===== config.mk =====
export PLATFORM = sky130hd
export DESIGN_NAME = tpg_div
export DESIGN_NICKNAME = d
export VERILOG_FILES = /design/src/design/tpg_pkg.sv /design/src/design/tpg_div.sv
export SDC_FILE = /design/constraint.sdc
export NUM_CORES = 2
export LEC_CHECK = 0
export ABC_AREA = 1
export ABC_CLOCK_PERIOD_IN_PS = 4830
export CAP_MARGIN = 20
export CORE_ASPECT_RATIO = 1.75
export CORE_MARGIN = 10
export CORE_UTILIZATION = 25
export CTS_CLUSTER_DIAMETER = 50
export DETAILED_ROUTE_END_ITERATION = 8
export DONT_BUFFER_PORTS = 1
export PLACE_DENSITY = 0.36
export SLEW_MARGIN = 20
export SYNTH_ARGS = -nofsm -noshare
export SYNTH_HDL_FRONTEND = slang
export SYNTH_SLANG_ARGS = --single-unit

===== constraint.sdc =====
create_clock -name clk -period 4.83 [get_ports clk]
set_input_delay 0.483 -clock clk [delete_from_list [all_inputs] [get_ports clk]]
set_output_delay 0.483 -clock clk [all_outputs]
set_load 0.05 [all_outputs]

===== src/design/tpg_pkg.sv =====
package tpg_pkg;

    localparam int TIME_BITS  = 32;
    localparam int LEVEL_BITS = 16;
    localparam int EDGE_BITS  = TIME_BITS + 2;
    localparam int PROD_BITS  = LEVEL_BITS + TIME_BITS;
    localparam int CFG_BITS   = (TIME_BITS > LEVEL_BITS) ? TIME_BITS : LEVEL_BITS;
    localparam int IDX_BITS   = 3;
    localparam int IN_BITS    = ((TIME_BITS + 7) / 8) * 8;
    localparam int OUT_BITS   = ((LEVEL_BITS + EDGE_BITS + 7) / 8) * 8;

    typedef enum logic [IDX_BITS-1:0] {
        REG_INITIAL,
        REG_PULSED,
        REG_DELAY,
        REG_RISE,
        REG_FALL,
        REG_WIDTH,
        REG_PERIOD
    } reg_idx_t;

    // Settings derived from the registers, held stable between items.
    typedef struct packed {
        logic [EDGE_BITS-1:0]         e1;
        logic [EDGE_BITS-1:0]         e2;
        logic [EDGE_BITS-1:0]         e3;
        logic [EDGE_BITS-1:0]         e4;
        logic [TIME_BITS-1:0]         rise;
        logic [TIME_BITS-1:0]         fall;
        logic [TIME_BITS-1:0]         period;
        logic signed [LEVEL_BITS-1:0] v1;
        logic signed [LEVEL_BITS-1:0] v2;
        logic [LEVEL_BITS-1:0]        dmag;
        logic                         dneg;
    } cfg_t;

    // Per-item info that rides along with the ramp division.
    typedef struct packed {
        logic                         ramp;
        logic                         neg;
        logic signed [LEVEL_BITS-1:0] start;
        logic [EDGE_BITS-1:0]         dist_to_edge;
    } res_t;

endpackage


===== src/design/tpg_div.sv =====
module tpg_div (
    input  logic                                  clk,
    input  logic                                  rst_n,
    input  logic                                  adv,
    input  logic                                  in_valid,
    input  logic [tpg_pkg::PROD_BITS-1:0]         in_prod,
    input  logic [tpg_pkg::TIME_BITS-1:0]         in_dur,
    input  tpg_pkg::res_t                         in_res,
    output logic                                  out_valid,
    output logic signed [tpg_pkg::LEVEL_BITS-1:0] out_level,
    output logic [tpg_pkg::EDGE_BITS-1:0]         out_dist
);

    localparam int TB = tpg_pkg::TIME_BITS;
    localparam int LB = tpg_pkg::LEVEL_BITS;

    // The quotient never exceeds the step magnitude, so the upper product
    // bits start below the divisor and LEVEL_BITS stages finish the job.
    logic          v_reg   [LB];
    logic [TB-1:0] rem_reg [LB];
    logic [LB-1:0] low_reg [LB];
    logic [LB-1:0] q_reg   [LB];
    logic [TB-1:0] dur_reg [LB];
    tpg_pkg::res_t res_reg [LB];

    genvar k;
    generate
        for (k = 0; k < LB; k++)
        begin : g_stage
            logic          src_v;
            logic [TB-1:0] src_rem;
            logic [LB-1:0] src_low;
            logic [LB-1:0] src_q;
            logic [TB-1:0] src_dur;
            tpg_pkg::res_t src_res;
            logic [TB:0]   trial;
            logic [TB:0]   diff;
            logic          ge;

            if (k == 0)
            begin : g_first
                assign src_v   = in_valid;
                assign src_rem = in_prod[tpg_pkg::PROD_BITS-1:LB];
                assign src_low = in_prod[LB-1:0];
                assign src_q   = '0;
                assign src_dur = in_dur;
                assign src_res = in_res;
            end
            else
            begin : g_rest
                assign src_v   = v_reg[k-1];
                assign src_rem = rem_reg[k-1];
                assign src_low = low_reg[k-1];
                assign src_q   = q_reg[k-1];
                assign src_dur = dur_reg[k-1];
                assign src_res = res_reg[k-1];
            end

            always_comb
            begin
                trial = {src_rem, src_low[LB-1-k]};
                diff  = trial - {1'b0, src_dur};
                ge    = (trial >= {1'b0, src_dur});
            end

            always_ff @(posedge clk or negedge rst_n)
            begin
                if (!rst_n)
                begin
                    v_reg[k] <= 1'b0;
                end
                else if (adv)
                begin
                    v_reg[k] <= src_v;
                end
            end

            always_ff @(posedge clk)
            begin
                if (adv)
                begin
                    rem_reg[k] <= ge ? diff[TB-1:0] : trial[TB-1:0];
                    low_reg[k] <= src_low;
                    q_reg[k]   <= {src_q[LB-2:0], ge};
                    dur_reg[k] <= src_dur;
                    res_reg[k] <= src_res;
                end
            end
        end
    endgenerate

    logic [LB:0]   sum;
    tpg_pkg::res_t last;

    always_comb
    begin
        last = res_reg[LB-1];
        if (!last.ramp)
            sum = {last.start[LB-1], last.start};
        else if (last.neg)
            sum = {last.start[LB-1], last.start} - {1'b0, q_reg[LB-1]};
        else
            sum = {last.start[LB-1], last.start} + {1'b0, q_reg[LB-1]};
    end

    assign out_valid = v_reg[LB-1];
    assign out_level = sum[LB-1:0];
    assign out_dist  = last.dist_to_edge;

endmodule


* After elaboration in Yosys (flattened, before gate mapping)
Memory sizes are Yosys's and may differ from the RTL's.
Index checks and enable logic that the tools add are counted.
** Storage, ports and cells
- Memory bits (writable) :: 2368
- Memories :: 5
- Register bits after elaboration :: 16
** Cells by class
- Order comparisons :: 16
- Multiplexer cells :: 20
- Add/subtract/negate cells :: 18
** Memory list
- res_reg :: depth 16, bits a word 52, rd ports 16, clocked after Yosys merged registers in 0, write ports 16, line tpg_div.sv:24 : tpg_pkg::res_t res_reg [LB];
- dur_reg :: depth 16, bits a word 32, rd ports 15, clocked after Yosys merged registers in 0, write ports 16, line tpg_div.sv:23 : logic [TB-1:0] dur_reg [LB];
- rem_reg :: depth 16, bits a word 32, rd ports 15, clocked after Yosys merged registers in 0, write ports 16, line tpg_div.sv:20 : logic [TB-1:0] rem_reg [LB];
- low_reg :: depth 16, bits a word 16, rd ports 15, clocked after Yosys merged registers in 0, write ports 16, line tpg_div.sv:21 : logic [LB-1:0] low_reg [LB];
- q_reg :: depth 16, bits a word 16, rd ports 16, clocked after Yosys merged registers in 0, write ports 16, line tpg_div.sv:22 : logic [LB-1:0] q_reg [LB];
** Operator list (number)
- greater-or-equal comparator 33 x 32 -> 1 bit :: 16
- two-way mux 32 bit :: 16
- subtractor 32 bit :: 16
- two-way mux 16 bit :: 2
- adder 16 bit :: 1
- subtractor 16 bit :: 1
- two-way mux 1 bit :: 2

* Depth between registers and ports, before layout
An unclocked memory read counts as a cell.
- Depth in word-level cells :: 4
- Mapped depth :: 22

* Worst setup path before layout
No wires, ideal clock.
- Path kind :: register to output
- Start :: memory q_reg[1][112] (netlist bit)
- End :: output port out_level[12] (netlist bit)
- Arrival :: 3.249 ns
- Stages on the path, launching flop included :: 17
- Path slack :: 1.098 ns
- Data required time :: 4.347 ns
- Path through :: edfxtp_1 -> inv_1 -> ha_1 -> inv_1 -> nor2_1 -> nand3_1 -> nor3_1 -> nand3b_1 -> nand2_1 -> xor2_1 -> ha_1 -> nand2_1 -> inv_1 -> a21oi_1 -> nand3_1 -> xnor2_1 -> o21ai_0
** RTL lines
- start, declared :: line tpg_div.sv:22
- end, declared :: line tpg_div.sv:10 : output logic signed [tpg_pkg::LEVEL_BITS-1:0] out_level,

==> implementation parameters <==
Parameter                              Value

STA
  Post-layout worst setup margin    272 ps
  Slew margin rel.    0.240
  Hold_ws    87.6 ps
  Max frequency    0.219 GHz
  Final hold violation count    0
  Max Slew Vio Count    0
  Min Clock Period, post-route    4560 ps
  Final clock period utilization by the worst path    0.944
  Setup-violating endpoint count in the final report    0
  Unrepaired setup endpoints after global routing    yes
  Transition at the pin with the smallest max-transition slack    1130 ps
  Worst-case clock skew    64.6 ps

GRT
  Initial antenna violation count    26
  Number of global-route vias before repair    88.0k
  Wire length of the first global-routing pass    623 mm
  Largest net degree at the start of global routing    210
  Global route overflow    0
  Total Routing Usage GR    0.184

Floorplan
  I/O pin count    187
  Die outline height    907 um
  Initial core utilization    0.251
  Width of the die    527 um
  Number of placement rows    325
  Die Outline Area    477,000 um2
  Placeable Area    448,000 um2

Hold path
  Worst min-delay path class    input port to asynchronous set/reset pin

Power
  Static Leak    60.0 nW
  Power per standard cell area    639 nW/um2
  Worst ir drop on vdd    394 uV

Place
  HPWL after DPL    373 mm
  Placement-stage worst setup slack    -1070 ps
  Post-place instance area    119,000 um2
  Final Wtd Congestion    0.946
  Count of port buffers added during placement    0
  Cell count after placement    18.1k

Worst setup path
  Path type of the worst setup path    input port to flip-flop
  Arr. time, crit path    5110 ps
  Max Fanout on Critical Path    203
  Required arrival time at the worst endpoint    5380 ps
  Crit-path cells    buf_16, buf_16, buf_16, buf_16, buf_16, buf_16, bufbuf_16
  Crit path top cell by count    buf_16
  Kind of capture point of the worst setup path    flip-flop
  Critical-path top delay cell    bufbuf_16
  Crit path largest cell delay    650 ps
  Setup crit start kind    input port

Final layout
  Area of the multi-input gates    40,200 um2
  Max reg flops    832
  Fraction of layout cells with a size suffix above 1    0.0744
  FF/Latch Area    61,900 um2
  Final core utilization    0.292
  Filler cell count    47.9k
  Area Growth Syn to Fin    16.5%
  Highest-count cells in the layout ignoring fill and taps    nand2_1 (4,214), inv_1 (2,326), edfxtp_1 (2,048), nand3_1 (836), nor2_1 (611)
  Final layout net count    13.3k
  Most common cell after layout, fill and taps aside    nand2_1
  Final standard cell area without fillers    131,000 um2
  Post-route non-filler standard cell count    18.9k

Synthesis
  Yosys warning total    0
  Per-instance average area after synthesis    9.12 um2
  Flip-flop and latch count after synthesis    2,064
  Cell variety after synth    42
  Async SR Flop Fraction    0.00775
  Number of standard cells after synthesis    12.3k
  Register area share after synthesis    0.551
  Post-synthesis net count    13.0k
  Post-Synthesis Cell Area    112,000 um2
  Flip-flop cell with the highest count after synthesis    edfxtp_1
  Number of enable flip-flop cells after synthesis    2,048

Routing
  Antenna-violating nets left    0
  Met2 wire length    264 mm
  Number of DRC violations after detailed routing    0
  WL per Instance    23.8 um
  Count of vias placed by the detailed router    80.9k
  Final wirelength    451 mm
  Number of DRC markers in iteration 0    3,477
  Top Metal Used    met5
  Router iterations before antenna repair    7
  Sum of routed wire segments on met1    102 mm
  Vias per Instance    4.28
  Routed wl met3    11.6 mm

CTS
  Clock insertion delay at the later pin of the skew report    940 ps
  Number of clock sinks    2,064
  Htree depth    5
  Number of buffers between clock root and the deepest sink    4
  Setup repair bufs after CTS    0
  Clock transition time at the flip-flop clock pins of the worst setup and hold paths    60 ps
  TritonCTS clock tree    built
  Master cell of the clock root buffer    clkbuf_16
  Number of buffers created by CTS    295

Run status
  Status    finished clean

Flow run
  Maximum Capacitance Violations    0
[logic make-up (layout without fill, tap and decap cells)]
group	count (synthesis)	count (layout)	share of synthesized area
compound gates	451	451	0.0211
xor+xnor	228	228	0.0178
fa+ha+maj	544	544	0.0617
buf+inv	2538	3102	0.0913
flops	2064	2064	0.551
mux	2	2	0.000201
other cells	0	147	0
simple gates	6491	6491	0.257
[per-stage QoR]
stage	total power, mW	TNS (ps)
detailed placement	62.4	-230500
finish	83.6	0
global route	88.7	-8.65
CTS	84.8	0
global placement	62.4	-177350
floorplan	47.5	0
[where the power goes]
part           switching, mW  internal (mW)
Clock                   8.58           13.1
Sequential              1.93           24.0
Combinational           26.1           9.91
Total                   36.6           47.0
[metal layers]
layer  global-route usage  up-vias
met5                    0        -
met4                0.239        4
met1                0.108    37400
met2                0.388     1768
met3               0.0231     1411
li1                     -    40400
[final cells by class]
type | instances | share of cell area
sequential | 2064 | 0.473
multi-input combinational | 7716 | 0.307
inverter | 2348 | 0.0674
clock buffer | 339 | 0.0594
tap | 5886 | 0.0563
timing repair buffer | 233 | 0.0190
clock inverter | 182 | 0.0144
antenna | 147 | 0.00281
[critical path, delay by kind of cell]
family	cells	cell delay [ps]
buffers and inverters	7	3550
[worst paths after layout]
path | startpoint | end | slack [ps] | cells after the start
worst max-delay path | adv | res_reg[10][22]$_DFFE_PP_ | 270 | 7
worst min-delay path | rst_n | g_stage[2].src_v$_DFFE_PN0P_ | 90 | 1
worst max register to register | dur_reg[1][109]$_DFFE_PP_ | rem_reg[1][154]$_DFFE_PP_ | 1270 | 12
worst min register to register | res_reg[9][6]$_DFFE_PP_ | res_reg[10][6]$_DFFE_PP_ | 390 | 0
max in group asynchronous | rst_n | g_stage[13].src_v$_DFFE_PN0P_ | 4270 | 1
min in group clk | in_prod[27] | rem_reg[0][12]$_DFFE_PP_ | 90 | 4
[synth_stat cells, types with 2 or more instances]
library cell  number  area, um2
nand2_1         4218      15800
inv_1           2326       8730
edfxtp_1        2048      61500
nand3_1          837       4190
nor2_1           612       2300
ha_1             528       6610
a21oi_1          350       1750
nand3_2          218       2180
xor2_1           205       1800
nand3b_1         156       1170
and2_1           122        763
buf_2            104        521
nor3_1           104        521
o21ai_0           57        285
nand2_2           56        350
nand4_1           54        338
buf_4             34        255
a21o_1            32        240
nor2_2            31        194
nor3_2            28        280
xnor2_1           23        201
buf_6             21        236
inv_2             21       78.8
nand2_4           17        191
dfrtp_1           16        400
fa_1              16        320
buf_8             15        225
nand2_8           15        300
nor2_4            15        169
buf_12             9        180
clkbuf_1           7       26.3
o21bai_1           7       52.6
or2_2              4       25.0
nor4_1             3       18.8
mux2_2             2       22.5
[timing repair]
item,in CTS,in global routing
endpoints found under the setup margin,134,201
hold buffers,134,0
gates cloned,1,1
pin swaps,0,3
endpoints found under the hold margin,158,0
resized for setup,3,12
Note: power is estimated with default switching activity, not from simulation.
