$ cat config.mk
export PLATFORM = sky130hd
export DESIGN_NAME = tpg_seg
export DESIGN_NICKNAME = d
export VERILOG_FILES = /design/src/design/tpg_pkg.sv /design/src/design/tpg_seg.sv
export SDC_FILE = /design/constraint.sdc
export NUM_CORES = 2
export LEC_CHECK = 0
export ABC_CLOCK_PERIOD_IN_PS = 7150
export BUFFER_PORTS_ARGS = -buffer_cell sky130_fd_sc_hd__buf_2
export CORE_MARGIN = 3
export CORE_UTILIZATION = 34
export DETAILED_ROUTE_END_ITERATION = 8
export GPL_ROUTABILITY_DRIVEN = 0
export PLACE_DENSITY_LB_ADDON = 0.12
export SETUP_SLACK_MARGIN = 0.05
export SYNTH_ARGS = -nofsm -noshare
export SYNTH_HDL_FRONTEND = slang
export SYNTH_SLANG_ARGS = --single-unit
$ cat constraint.sdc
create_clock -name clk -period 7.15 [get_ports clk]
set_input_delay 1.43 -clock clk [delete_from_list [all_inputs] [get_ports clk]]
set_output_delay 1.43 -clock clk [all_outputs]
set_load 0.01 [all_outputs]
$ cat src/design/tpg_pkg.sv
package tpg_pkg;

    localparam int TIME_BITS  = 32;
    localparam int LEVEL_BITS = 16;
    localparam int EDGE_BITS  = TIME_BITS + 2;
    localparam int PROD_BITS  = LEVEL_BITS + TIME_BITS;
    localparam int CFG_BITS   = (TIME_BITS > LEVEL_BITS) ? TIME_BITS : LEVEL_BITS;
    localparam int IDX_BITS   = 3;
    localparam int IN_BITS    = ((TIME_BITS + 7) / 8) * 8;
    localparam int OUT_BITS   = ((LEVEL_BITS + EDGE_BITS + 7) / 8) * 8;

    typedef enum logic [IDX_BITS-1:0] {
        REG_INITIAL,
        REG_PULSED,
        REG_DELAY,
        REG_RISE,
        REG_FALL,
        REG_WIDTH,
        REG_PERIOD
    } reg_idx_t;

    // Settings derived from the registers, held stable between items.
    typedef struct packed {
        logic [EDGE_BITS-1:0]         e1;
        logic [EDGE_BITS-1:0]         e2;
        logic [EDGE_BITS-1:0]         e3;
        logic [EDGE_BITS-1:0]         e4;
        logic [TIME_BITS-1:0]         rise;
        logic [TIME_BITS-1:0]         fall;
        logic [TIME_BITS-1:0]         period;
        logic signed [LEVEL_BITS-1:0] v1;
        logic signed [LEVEL_BITS-1:0] v2;
        logic [LEVEL_BITS-1:0]        dmag;
        logic                         dneg;
    } cfg_t;

    // Per-item info that rides along with the ramp division.
    typedef struct packed {
        logic                         ramp;
        logic                         neg;
        logic signed [LEVEL_BITS-1:0] start;
        logic [EDGE_BITS-1:0]         dist_to_edge;
    } res_t;

endpackage

$ cat src/design/tpg_seg.sv
module tpg_seg (
    input  logic                          clk,
    input  logic                          rst_n,
    input  logic                          adv,
    input  tpg_pkg::cfg_t                 cfg,
    input  logic                          in_valid,
    input  logic [tpg_pkg::TIME_BITS-1:0] in_tn,
    output logic                          out_valid,
    output logic [tpg_pkg::PROD_BITS-1:0] out_prod,
    output logic [tpg_pkg::TIME_BITS-1:0] out_dur,
    output tpg_pkg::res_t                 out_res
);

    localparam int TB = tpg_pkg::TIME_BITS;
    localparam int EB = tpg_pkg::EDGE_BITS;

    // Stage 1: compare the folded time against every breakpoint.
    logic          v1_reg;
    logic [TB-1:0] tn1_reg;
    logic [3:0]    le_reg;
    logic [3:0]    lt_reg;
    logic [EB-1:0] tnx;

    assign tnx = {2'b00, in_tn};

    always_ff @(posedge clk or negedge rst_n)
    begin
        if (!rst_n)
        begin
            v1_reg <= 1'b0;
        end
        else if (adv)
        begin
            v1_reg <= in_valid;
        end
    end

    always_ff @(posedge clk)
    begin
        if (adv)
        begin
            tn1_reg <= in_tn;
            le_reg  <= {tnx <= cfg.e4, tnx <= cfg.e3, tnx <= cfg.e2, tnx <= cfg.e1};
            lt_reg  <= {tnx <  cfg.e4, tnx <  cfg.e3, tnx <  cfg.e2, tnx <  cfg.e1};
        end
    end

    // Stage 2: pick the segment, elapsed ticks and the distance to the next edge.
    logic          v2_reg;
    logic [TB-1:0] el_reg;
    logic [TB-1:0] dur_reg;
    tpg_pkg::res_t res2_reg;

    logic [EB-1:0] edge_sel;
    logic [EB-1:0] tn1x;
    logic [EB-1:0] dist_next;
    logic [TB-1:0] el_next;
    logic [TB-1:0] dur_next;
    tpg_pkg::res_t res_next;
    logic          in_fall;

    assign tn1x = {2'b00, tn1_reg};

    always_comb
    begin
        if (lt_reg[0])
            edge_sel = cfg.e1;
        else if (lt_reg[1])
            edge_sel = cfg.e2;
        else if (lt_reg[2])
            edge_sel = cfg.e3;
        else if (lt_reg[3])
            edge_sel = cfg.e4;
        else
            edge_sel = {2'b00, cfg.period};

        if (lt_reg == 4'b0000 && cfg.period == '0)
            dist_next = '0;
        else
            dist_next = edge_sel - tn1x;

        in_fall = !le_reg[2];
        el_next = in_fall ? tn1_reg - cfg.e3[TB-1:0] : tn1_reg - cfg.e1[TB-1:0];
        dur_next = in_fall ? cfg.fall : cfg.rise;

        res_next.dist_to_edge = dist_next;
        res_next.ramp = (!le_reg[0] && le_reg[1]) || (!le_reg[2] && le_reg[3]);
        res_next.neg  = in_fall ? !cfg.dneg : cfg.dneg;
        if (le_reg[0] || !le_reg[3])
            res_next.start = cfg.v1;
        else if (le_reg[1])
            res_next.start = cfg.v1;
        else if (le_reg[2])
            res_next.start = cfg.v2;
        else
            res_next.start = cfg.v2;
    end

    always_ff @(posedge clk or negedge rst_n)
    begin
        if (!rst_n)
        begin
            v2_reg <= 1'b0;
        end
        else if (adv)
        begin
            v2_reg <= v1_reg;
        end
    end

    always_ff @(posedge clk)
    begin
        if (adv)
        begin
            el_reg   <= el_next;
            dur_reg  <= dur_next;
            res2_reg <= res_next;
        end
    end

    // Stage 3: product of the level step magnitude and the elapsed ticks.
    logic                          v3_reg;
    logic [tpg_pkg::PROD_BITS-1:0] prod_reg;
    logic [TB-1:0]                 dur3_reg;
    tpg_pkg::res_t                 res3_reg;

    always_ff @(posedge clk or negedge rst_n)
    begin
        if (!rst_n)
        begin
            v3_reg <= 1'b0;
        end
        else if (adv)
        begin
            v3_reg <= v2_reg;
        end
    end

    always_ff @(posedge clk)
    begin
        if (adv)
        begin
            prod_reg <= {{TB{1'b0}}, cfg.dmag} * {{tpg_pkg::LEVEL_BITS{1'b0}}, el_reg};
            dur3_reg <= dur_reg;
            res3_reg <= res2_reg;
        end
    end

    assign out_valid = v3_reg;
    assign out_prod  = prod_reg;
    assign out_dur   = dur3_reg;
    assign out_res   = res3_reg;

endmodule

==> Word level (Yosys, flattened, before mapping) <==
Cells that the tools add are included.
{ "totals": {"ff_bits": 291, "latchBits": 0, "ram_bits": 0, "mem_bits_ro": 0, "input_bits": 317, "out_inout_bits": 133, "mem_count": 0} }
{ "classes": {"addsub": 3, "n_mul": 1, "div": 0, "n_lt_le_gt_ge": 8, "n_eq_ne": 0, "n_shift": 0, "muxes": 9, "n_bitwise": 0, "reduce_logical": 11} }
{ "ops": {"columns": ["operator", "count"], "rows": [
  ["32-bit by 34-bit less-or-equal comparator with 1-bit output", 4],
  ["32-bit by 34-bit less-than comparator with 1-bit output", 4],
  ["34-bit 2-to-1 mux", 4],
  ["32-bit 2-to-1 mux", 2],
  ["32-bit subtractor", 2],
  ["16-bit by 32-bit multiplier with 48-bit output", 1],
  ["34-bit by 32-bit subtractor with 34-bit output", 1],
  ["32-bit zero test", 1],
  ["16-bit 2-to-1 mux", 2],
  ["1-bit zero test", 4],
  ["4-bit zero test", 1],
  ["1-bit logical AND", 3],
  ["1-bit logical OR", 2],
  ["1-bit 2-to-1 mux", 1]
]} }

==> Logic depth before layout (Yosys ltp) <==
{ "depth": {"depth_word": 5, "ltp_mapped": 24, "mapped_depth_nobuf": 22} }

==> Worst setup path after synthesis <==
OpenSTA, ideal clock, no wires.
{ "synth_timing": {"kind": "input -> register", "startpoint": "in cfg[8] (netlist name)", "endpoint": "reg prod_reg (netlist bit out_prod[46]) (data pin)", "arrival_time_ps": 6885, "required_time_ps": 6880, "path_slack_ps": -5, "stages": 24, "path_cell_list": "clkbuf_1 > nand2_1 > fa_1 > inv_1 > fa_1 > inv_1 > fa_1 > inv_1 > fa_1 > fa_1 > inv_1 > fa_1 > inv_1 > ha_1 > buf_2 > a21oi_1 > o22ai_1 > o41ai_1 > o41ai_2 > a31o_2 > o22ai_4 > o21ai_1 > nor3b_1 > a311oi_1"} }
{ "synth_between": {"elab_chain_len": 1} }
{ "synth_rtl": {"columns": ["element", "line_no", "source"], "rows": [
  ["start, declared", "tpg_seg.sv:5", "input tpg_pkg::cfg_t cfg,"],
  ["16-bit by 32-bit multiplier with 48-bit output", "tpg_seg.sv:143", "prod_reg <= {{TB{1'b0}}, cfg.dmag} * {{tpg_pkg::LEVEL_BITS{1'b0}}, el_reg};"],
  ["end signal, assigned", "tpg_seg.sv:143", null],
  ["end, declared", "tpg_seg.sv:123", "logic [tpg_pkg::PROD_BITS-1:0] prod_reg;"]
]} }
No other way between the ends.
A chain may end at the register's enable or synchronous reset.

==> Final worst setup path <==
{ "layout_timing": {"startpoint": "in cfg[15] (netlist name)", "endpoint": "reg prod_reg (netlist bit out_prod[47]) (data pin)"} }
Same word-level chain as after synthesis.

==> impl_metrics.py <==
metrics = {
    "run_status": {
        "outcome": "finished, final reports clean",
    },
    "final_layout": {
        "n_fill_cell": 9902,
        "fin_cells": 5340,
        "final_util": 0.414,
        "area_delta_synth_final_pct": 20.4,
        "nets": 5065,
        "layout-drive-gt1-share": 0.213,
    },
    "place": {
        "dpl.hpwl_um": 92400,
        "dp_cells": 5263,
        "io_buffers": 449,
    },
    "timing": {
        "finalCritPeriodShare": 0.966,
        "finalSetupViolations": 0,
        "fin_worst_hold_slack_ns": 0.407,
        "finalMaxSlewViolations": 0,
        "hold_viol_final": 0,
        "timing.fmax_mhz": 145,
        "finClkSkew_ns": 0.0177,
        "post-route-min-period_ns": 6.91,
        "tightestPinTransition_ns": 0.889,
        "rsz0062_at_grt": "yes",
        "slew-limit-headroom": 0.407,
    },
    "global_route": {
        "grt_pass1_vias": 27100,
        "grt_antenna_before_repair": 12,
        "grt_start_max_net_pins": 102,
        "gr-total-overflow": 0,
        "track_usage": 0.211,
        "grt_pass1_wl_um": 166000,
    },
    "critical_path": {
        "rr_worst_depth": 22,
        "critPathMaxFanout": 9,
        "path_delay_family": "adder cells",
        "start_kind": "primary input",
        "cp_num_buf_inv": 6,
        "rrSetupSlack_ns": 0.40,
        "crit_required_ns": 7.46,
        "arrival_ns": 7.21,
        "path_cells": "buf_2, buf_12, buf_12, and2_1, fa_1, fa_1, fa_1, fa_1, fa_1, inv_1, fa_1, inv_2, ha_4, nand2_2, o21ai_2, buf_4, nor2_2, nand2_2, nor3_4, o41a_1, o22a_1, o211ai_1, a41oi_1",
        "critical_path_class": "in -> reg",
        "max_stage_delay_ns": 0.55,
        "slowest_stage": "fa_1",
        "r2r_start": "el_reg[16]$_DFFE_PP_",
        "regToRegEndpoint": "out_prod[45]$_DFFE_PP_",
        "crit_top_cell": "fa_1",
        "crit_path_end_kind": "register",
    },
    "drt": {
        "via_per_inst": 4.95,
        "drtIter0Drc": 1629,
        "wl_per_cell_um": 20.7,
        "antenna_left": 0,
        "routed_wl_um": 111000,
        "drtPass1Iterations": 5,
        "drc": 0,
        "num_vias": 26400,
    },
    "floorplan": {
        "rows": 115,
        "die_h_um": 322,
        "die_area_um2": 104000,
        "core_area_um2": 98700,
        "pin_count": 450,
        "die_x_um": 322,
        "initial_core_util": 0.344,
    },
    "clocking": {
        "cts_max_level": 2,
        "hold_buffers": 0,
        "clk_latency_ns": 0.58,
        "clock_sinks": 291,
        "path_clk_slew_ns": 0.06,
        "cts-root-buf": "clkbuf_16",
        "cts_tree": "done",
        "clk_path_buf_depth": 3,
        "numCtsBuffers": 37,
    },
    "synthesis": {
        "syn-cell-area_um2": 33900,
        "synth-seq-cells": 291,
        "syn_inst": 3431,
        "netlist_top_cells_count": "620 x inv_1, 420 x fa_1, 360 x nand2_1, 311 x ha_1, 288 x edfxtp_1",
        "asyncSetResetFlopFracSynth": 0.0103,
        "syn-num-nets": 4479,
        "yosysMostFrequentCell": "inv_1",
        "yosysSeqAreaShare": 0.257,
        "post_synth_num_cell_types": 74,
        "yosys_warnings": 0,
        "synth-main-ff-cell": "edfxtp_1",
        "yosysTopAreaCell": "edfxtp_1",
        "avgSynthCellArea_um2": 9.88,
        "synth_top_cell_area_share": 0.255,
        "synth_area_leaders": "edfxtp_1 26%, fa_1 25%, ha_1 11%",
        "synth_edf_count": 288,
    },
    "worst_hold_path": {
        "worstHoldPathType": "reg -> reg",
        "min_to": "out_res[18]$_DFFE_PP_",
        "hold_depth": 0,
        "hold_path.startpoint": "res2_reg[18]$_SDFFCE_PP0P_",
    },
    "flow_run": {
        "drv_cap": 0,
    },
}
[cells by family (layout without fill, tap and decap cells)]
family,Yosys count,count (layout),synth area share
buffers and inverters,763,1376,0.0849
AND/OR/NAND/NOR,907,907,0.132
multiplexers,84,84,0.0267
flip-flops,291,291,0.257
XOR/XNOR,97,97,0.0251
AO/OA/AOI/OAI,558,558,0.111
other,0,9,0
adder cells (fa/ha/maj),731,731,0.363
[area by class of cell]
class                   instances  area, um2  area share
flip-flops and latches        291       8720       0.214
multi-input cells            2377      22600       0.554
clock buffers                  43        948      0.0232
diodes                          9       22.5    0.000552
inverters                     620       2330      0.0570
repair buffers                690       4360       0.107
clock inverters                23        221     0.00543
well taps                    1287       1610      0.0395
[stage by stage]
step                      setup slack (ns)  instance area [um2]  TNS (ns)
after floorplan                     0.0536                33900         0
after global placement               -1.12                39200    -15.31
after detailed placement             -1.13                39200    -15.71
after CTS                           0.0683                40400         0
after global routing                0.0238                40800         0
final                                0.243                40800         0
[worst reg2reg max path, cell delays in order, from the launching register on]
cell and delay [ns]:
edfxtp_1 0.86, buf_4 0.24, nand2_1 0.06, fa_1 0.48
fa_1 0.54, fa_1 0.52, inv_1 0.05, fa_1 0.48
fa_1 0.49, inv_1 0.05, fa_1 0.47, inv_1 0.04
ha_1 0.28, buf_4 0.16, a21o_1 0.16, a221oi_2 0.24
buf_4 0.16, nand2_2 0.06, nor3_4 0.28, o41a_1 0.31
o22a_1 0.24, o211ai_1 0.17, xor2_1 0.17
[worst max path at each step]
stage / cells after the start / slack, ns / end / startpoint
CTS: 25 / 0.07 / out_prod[47]$_DFFE_PP_ / cfg[6]
finish: 23 / 0.24 / out_prod[47]$_DFFE_PP_ / cfg[15]
detailed placement: 24 / -1.13 / out_prod[45]$_DFFE_PP_ / cfg[2]
floorplan: 22 / 0.05 / out_prod[46]$_DFFE_PP_ / cfg[3]
global route: 23 / 0.02 / out_prod[47]$_DFFE_PP_ / cfg[15]
global placement: 24 / -1.12 / out_prod[45]$_DFFE_PP_ / cfg[2]
[repair_timing]
action	CTS	global route
cloned	0	1
setup buffers	0	3
pin swaps	5	37
resized for setup	23	78
setup endpoints to repair	13	18
[layout by cell type (no fill, tap or decap), types with 21 or more instances in the layout]
master,synthesis,layout
nor3_1,28,25
xnor2_1,65,65
fa_1,420,415
nand3_1,21,21
a211oi_1,103,103
a21o_1,102,102
nand4_1,39,39
mux2i_1,31,31
nand2_1,360,357
o21ai_0,57,53
a21oi_1,158,152
clkbuf_16,0,38
mux2_2,53,53
buf_2,3,435
buf_4,1,222
xor2_1,32,32
inv_1,620,618
nor2b_1,51,51
and2_1,229,228
ha_1,311,303
nor2_1,110,107
edfxtp_1,288,288
[metal layers]
metal	part of all wire	wire length (um)	track usage	vias to the layer above
li1	-	-	-	12500
met1	0.44	48900	0.285	13100
met2	0.47	52500	0.347	713
met3	0.054	5950	0.0345	124
met4	0.030	3290	0.0633	6
met5	0.00037	41	0	-
Power is not shown: default switching activity piles up to over one toggle a cycle in this logic, so the estimate is an artifact.
